<file path="src/sv/smi_pkg.sv">
// Shared types, constants and saturating helpers for the surface moment integrator.
// No dependencies; smi_mac and surface_moment_integrator import this package.
`default_nettype none

package smi_pkg;

  // Q32.32 accumulator word
  typedef logic signed [63:0] q64_t;

  localparam q64_t Q64_MAX = 64'sh7FFF_FFFF_FFFF_FFFF;
  localparam q64_t Q64_MIN = 64'sh8000_0000_0000_0000;

  // shared multiplier operand widths
  localparam int OPA_W  = 35;
  localparam int OPB_W  = 33;
  localparam int PROD_W = OPA_W + OPB_W;
  localparam int ACC_W  = 128;

  // one row-store entry holds three corner values
  localparam int CORNER_W = 3 * 64;

  // configuration register indexes
  typedef enum logic [2:0] {
    REG_CELL_CENTERED = 3'd0,
    REG_TWO_DIM       = 3'd1,
    REG_ROW_LENGTH    = 3'd2,
    REG_CENTER_X      = 3'd3,
    REG_CENTER_Y      = 3'd4,
    REG_CENTER_Z      = 3'd5
  } reg_idx_t;

  // floor shift applied to a finished product
  typedef enum logic [1:0] {
    SH_0  = 2'd0,
    SH_16 = 2'd1,
    SH_17 = 2'd2,
    SH_18 = 2'd3
  } shift_t;

  // tag that travels with each partial product through the multiplier
  typedef struct packed {
    logic       valid;
    logic       first;  // clear the accumulator
    logic       hi;     // partial product weighs 2^32
    logic       last;   // last partial of a term
    logic [2:0] term;
    shift_t     sh;
  } mac_tag_t;

  function automatic q64_t sat_fix(input logic signed [64:0] v);
    if (v[64] != v[63]) begin
      sat_fix = v[64] ? Q64_MIN : Q64_MAX;
    end else begin
      sat_fix = v[63:0];
    end
  endfunction

  function automatic q64_t sat_add64(input q64_t a, input q64_t b);
    sat_add64 = sat_fix({a[63], a} + {b[63], b});
  endfunction

  function automatic q64_t sat_sub64(input q64_t a, input q64_t b);
    sat_sub64 = sat_fix({a[63], a} - {b[63], b});
  endfunction

  // cross product term order: x = v1*f2 - v2*f1, y = v2*f0 - v0*f2, z = v0*f1 - v1*f0
  function automatic logic [1:0] cross_v(input logic [2:0] t);
    case (t)
      3'd0:    cross_v = 2'd1;
      3'd1:    cross_v = 2'd2;
      3'd2:    cross_v = 2'd2;
      3'd3:    cross_v = 2'd0;
      3'd4:    cross_v = 2'd0;
      default: cross_v = 2'd1;
    endcase
  endfunction

  function automatic logic [1:0] cross_f(input logic [2:0] t);
    case (t)
      3'd0:    cross_f = 2'd2;
      3'd1:    cross_f = 2'd1;
      3'd2:    cross_f = 2'd0;
      3'd3:    cross_f = 2'd2;
      3'd4:    cross_f = 2'd1;
      default: cross_f = 2'd0;
    endcase
  endfunction

endpackage

`default_nettype wire

</file>
<file path="src/sv/smi_mac.sv">
// Shared multiplier with a 128-bit accumulator, floor shift and 64-bit saturation.
// Depends on smi_pkg.
`default_nettype none

module smi_mac import smi_pkg::*; (
  input  wire logic                     clk,
  input  wire logic                     rst_n,
  input  wire mac_tag_t                 tag_in,
  input  wire logic signed [OPA_W-1:0]  op_a,
  input  wire logic signed [OPB_W-1:0]  op_b,
  output mac_tag_t                      tag_out,
  output q64_t                          result
);

  logic signed [PROD_W-1:0] prod_r;
  logic signed [ACC_W-1:0]  acc_r;
  logic signed [ACC_W-1:0]  acc_nxt;
  logic signed [ACC_W-1:0]  pext;
  logic signed [ACC_W-1:0]  shd;
  mac_tag_t                 tag1_r;
  mac_tag_t                 tag2_r;

  // tag pipeline
  always_ff @(posedge clk) begin
    if (!rst_n) begin
      tag1_r <= '0;
      tag2_r <= '0;
    end else begin
      tag1_r <= tag_in;
      tag2_r <= tag1_r;
    end
  end

  // stage 1: product
  always_ff @(posedge clk) begin
    prod_r <= op_a * op_b;
  end

  // stage 2: accumulate, upper partials weigh 2^32
  always_comb begin
    pext    = {{(ACC_W-PROD_W){prod_r[PROD_W-1]}}, prod_r};
    acc_nxt = (tag1_r.first ? '0 : acc_r) + (tag1_r.hi ? (pext <<< 32) : pext);
  end

  always_ff @(posedge clk) begin
    if (tag1_r.valid) begin
      acc_r <= acc_nxt;
    end
  end

  // floor shift and saturate
  always_comb begin
    case (tag2_r.sh)
      SH_0:    shd = acc_r;
      SH_16:   shd = acc_r >>> 16;
      SH_17:   shd = acc_r >>> 17;
      default: shd = acc_r >>> 18;
    endcase
    if ((&shd[ACC_W-1:63]) || !(|shd[ACC_W-1:63])) begin
      result = shd[63:0];
    end else begin
      result = shd[ACC_W-1] ? Q64_MIN : Q64_MAX;
    end
  end

  assign tag_out = tag2_r;

endmodule

`default_nettype wire

</file>
<file path="config.mk">
export PLATFORM = sky130hd
export DESIGN_NAME = smi_mac
export DESIGN_NICKNAME = d
export VERILOG_FILES = /design/src/sv/smi_pkg.sv /design/src/sv/smi_mac.sv
export SDC_FILE = /design/constraint.sdc
export NUM_CORES = 2
export LEC_CHECK = 0
export ABC_AREA = 1
export CAP_MARGIN = 10
export CORE_UTILIZATION = 30
export DETAILED_ROUTE_END_ITERATION = 6
export DONT_BUFFER_PORTS = 1
export PLACE_DENSITY = 0.47
export SYNTH_ARGS = -nofsm -noshare
export SYNTH_HDL_FRONTEND = slang
export SYNTH_SLANG_ARGS = --single-unit
export TNS_END_PERCENT = 100
</file>
<file path="constraint.sdc">
create_clock -name clk -period 12.2 [get_ports clk]
set_input_delay 1.22 -clock clk [delete_from_list [all_inputs] [get_ports clk]]
set_output_delay 1.22 -clock clk [all_outputs]
set_load 0.1 [all_outputs]
</file>
=== Word-level counts from Yosys, hierarchy flattened ===
Cells that the tools add are included.
W data, S select, Z words.

* Flip-flop bits (word level): 214
* Input bits: 79
* Word-level logic and storage cells: 28

* $add $sub $neg: 1
* Multipliers: 1
* Eq/ne operators: 2
* Multiplexer cells: 5
* Reductions and logical operators: 5

{| class="wikitable"
|+ Operators by type and width
! kind !! number
|-
| $pmux W127 S3 || 1
|-
| $add A128 B128 Y128 || 1
|-
| $mux W128 || 1
|-
| $mux W64 || 2
|-
| $mux W99 || 1
|-
| $mul A35 B33 Y68 || 1
|-
| $reduce_and A65 Y1 || 1
|-
| $reduce_or A65 Y1 || 1
|-
| $eq A2 B1 Y1 const B || 1
|-
| $eq A2 B2 Y1 const B || 1
|-
| $logic_not A2 Y1 || 1
|-
| $logic_not A1 Y1 || 1
|-
| $logic_or A1 B1 Y1 || 1
|}

=== Longest topological paths before layout ===
* Depth after elaboration: 6
* Depth in mapped cells: 33
* Depth with buffers taken out: 31

=== Worst setup path after synthesis ===
No wires, ideal clock.

* Path type: input -> register
* Start point: in op_b[1]
* End point: reg prod_r[64]
* Data arrival time: 7,927 ps
* Data required time: 12,088 ps
* Path slack: 4,161 ps
* Stages on the path: 25
* Path buffers: 2
* Cell sequence: clkbuf_1 -> clkbuf_1 -> nand2_1 -> inv_1 -> fa_1 -> fa_1 -> fa_1 -> fa_1 -> inv_1 -> fa_1 -> fa_1 -> fa_1 -> fa_1 -> inv_1 -> ha_1 -> nand2_1 -> inv_1 -> a21oi_1 -> nor2_1 -> o21bai_1 -> nand3_1 -> a21oi_1 -> nand2_1 -> nand2_1 -> nand2_1

* Word-level cells in the longest chain between the ends: 1

{| class="wikitable"
|+ RTL lines
! what !! RTL line !! RTL
|-
| from (decl) || smi_mac.sv:10 || <nowiki>input wire logic signed [OPB_W-1:0] op_b,</nowiki>
|-
| $mul A35 B33 Y68 || smi_mac.sv:36 || <nowiki>prod_r <= op_a * op_b;</nowiki>
|-
| to (signal assigned) || smi_mac.sv:36 ||
|-
| to (decl) || smi_mac.sv:15 || <nowiki>logic signed [PROD_W-1:0] prod_r;</nowiki>
|}

No other way between the ends.
A chain may end at the register's enable or synchronous reset.

=== Worst setup path in the final report ===
* Start point: in op_b[6]
* End point: reg prod_r[61]

The elaborated chain is that of the path after synthesis.

==> metrics.md <==
| Metric | Value |
|---|---|
| Die H | 474 um |
| Post-CTS setup buffer count | 0 |
| Htree depth | 1 |
| Worst EP required | 12,730 ps |
| CP max stage cell | fa_1 |
| Final net count | 11.2k |
| Syn Nets | 11.5k |
| Worst hold stages | 2 |
| Layout area overhead | 5.16% |
| CTS Buf Count | 31 |
| Achievable Freq | 128 MHz |
| I/O pins | 152 |
| Initial Util | 30.3% |
| CTS sink cnt | 214 |
| Initial antenna violation count | 3 |
| Fin. Hold Viols | 0 |
| Synthesized flop and latch total | 214 |
| Chip width | 474 um |
| Row count | 172 |
| Number of flops mapped to enable cells by yosys | 128 |
| Crit share post-route | 64.1% |
| Post-DP HPWL | 233 mm |
| Via count | 59.6k |
| Buffers on Ports | 0 |
| Clk buf depth | 3 |
| Crit path DAT | 8350 ps |
| Buf+Inv Stages, Crit Path | 6 |
| Ys flop type | edfxtp_1 |
| Layout Skew | 49.6 ps |
| CTS tree | done |
| Ranking of synthesized cells by area | fa_1 (36%), nand2_1 (18%), inv_1 (15%), ha_1 (6.5%), edfxtp_1 (5.7%) |
| WL/cell | 21.8 um |
| Initial DRC Count | 4,789 |
| Worst-Skew Late Latency | 670 ps |
| Avg Inst Size Synth | 6.77 um^2 |
| Via density | 4.75 |
| RSZ-0062 raised after global routing | no |
| Synth area leader | fa_1 |
| Worst slew pin tran | 1170 ps |
| Endpoints failing setup | 0 |
| Top-area cell type share of the netlist area | 36.2% |
| Number of hold buffers added after CTS | 0 |
| Mapped Cells | 9,870 |
| Worst rel slew slack | 21.9% |
| Final antenna-violating net count | 0 |
| Register area share after synthesis | 8.32% |
| Tot GR Track Use | 24.4% |
| CP max FO | 35 |
| Layout cells sized above 1 | 0.981% |
| Hold WC Path Type | reg2reg |
| Setup crit end kind | flip-flop |
| Clk Tree Root Cell | clkbuf_16 |
| Async SR Flop Fraction | 0% |
| DRC Markers | 0 |
| R2R depth | 14 |
| CP most frequent cell | fa_1 |
| Minimum clock period | 7830 ps |
| Max-cap violations | 0 |
| CP peak stage delay | 1170 ps |
| Setup TNS | 0 ps |
| Number of distinct library cells after synthesis | 38 |
| Wire length of the first global-routing pass | 406 mm |
| Clock slew at reported path FFs | 60 ps |
| Worst path depth | 24 |
| Crit start category | input port |
| Crit-path cells | nand2_1, inv_1, fa_1, inv_1, fa_1, inv_1, fa_1, fa_1, fa_1, fa_1, fa_1, inv_1, fa_1, inv_1, ha_1, nand2_1, nor2_1, inv_1, o21ai_0, nand2_1, nand2_1, nor2_1, nand3_1, nand2_1 |
| WS Path Type | in2reg |
| Yosys warnings | 0 |
| GP Congestion | 1.02 |
| DIE AREA | 225,000 um^2 |
| CP top delay family | adder cells |
| Vias in the first global route | 62.5k |
| Core ar. | 221,000 um^2 |
| GRT overflow | 0 |
| Routed WL | 274 mm |
| Post_cts resized | 0 |
| Cell Area, Synth | 66,900 um^2 |
| Fillers | 24.4k |
| Largest net degree at the start of global routing | 77 |
| Slew Limit Fails | 0 |
| Outcome | completed |
| 1st-pass router iterations | 7 |
==> synth_stat cells, types with 3 or more instances <==
cell / count
o21ai_1: 5
and2_1: 4
buf_2: 24
a31oi_1: 5
nor4_1: 12
o21ai_0: 255
ha_1: 348
nand3_1: 232
dfxtp_1: 86
o21bai_1: 29
nand4_1: 47
and3_1: 7
fa_1: 1208
nand3b_1: 8
nor3_1: 46
inv_2: 3
a21oi_1: 298
inv_1: 2735
o22ai_1: 49
or2_2: 9
o2111ai_1: 19
nor2_1: 677
xnor2_1: 16
a21o_1: 9
clkinv_1: 4
buf_1: 6
nand2_1: 3147
buf_4: 7
clkbuf_1: 330
xor2_1: 107
edfxtp_1: 128
==> tightest hold or removal path, delay by kind of cell (launching register included) <==
| kind | cells | cell delay, ps |
|---|---|---|
| flops | 1 | 300 |
| simple gates | 1 | 50 |
| buf+inv | 1 | 40 |
==> final cells by class <==
type                    instances  area [um^2]  area share (%)
inverters                    2742        10300            14.6
clock buffers                  45          873            1.24
flip-flops and latches        214         5580            7.93
repair buffers                 22          178           0.253
multi-input cells            6547        49600            70.5
diodes                          4         10.0          0.0142
well taps                    2958         3700            5.26
clock inverters                13          100           0.142
==> logic make-up (layout without fill, tap and decap cells) <==
kind of cell,Yosys count,count (layout),share of synthesized area [%]
simple gates,4194,4194,24.4
buf+inv,3109,2822,17.5
fa+ha+maj,1556,1556,42.7
compound gates,674,674,5.41
flops,214,214,8.32
xor+xnor,123,123,1.61
other cells,0,4,0
==> placed cells by master, fill, tap and decap left out, drive strengths merged, types with 45 or more instances in the layout <==
master,count
a21oi,298
clkbuf,45
dfxtp,86
edfxtp,128
fa,1208
ha,348
inv,2744
nand2,3149
nand3,233
nand4,47
nor2,677
nor3,46
o21ai,260
o22ai,49
xor2,107
==> sequential cells by signal, summed over array words and instances, names as in the netlist <==
signal / cells
tag_out: 9
acc_r: 128
prod_r: 68
tag1_r: 9
==> path summary, 6_finish.rpt <==
kind | startpoint | to | slack [ps]
max | op_b[6] | prod_r[61]$_DFF_P_ | 4370
min | tag1_r[4]$_SDFF_PN0_ | tag_out[4]$_SDFF_PN0_ | 410
max reg2reg | tag1_r[6]$_SDFF_PN0_ | acc_r[75]$_DFFE_PP_ | 6270
min reg2reg | tag1_r[4]$_SDFF_PN0_ | tag_out[4]$_SDFF_PN0_ | 410
==> layer usage <==
| layer | GRT usage [%] | part of all wire, % | vias to the layer above |
|---|---|---|---|
| li1 | - | - | 27728 |
| met1 | 32.9 | 45 | 29711 |
| met3 | 2.05 | 5.2 | 317 |
| met4 | 7.06 | 3.1 | 0 |
| met2 | 41.5 | 47 | 1881 |
| met5 | 0 | 0 | - |
==> through the flow <==
stage,hold slack [ps],setup WS [ps],instance area [um^2],cells,util [%]
finish,411,4370,70300,12545,31.9
global route,435,3920,70300,12541,31.9
CTS,416,4370,70300,12540,31.9
detailed placement,403,3690,69300,12482,31.4
global placement,394,3730,69300,12482,31.4
floorplan,390,4160,66900,9870,-
Power is left out: the tool's default activity adds up to more than one toggle a clock period on the data nets, which glitch-free logic cannot reach.
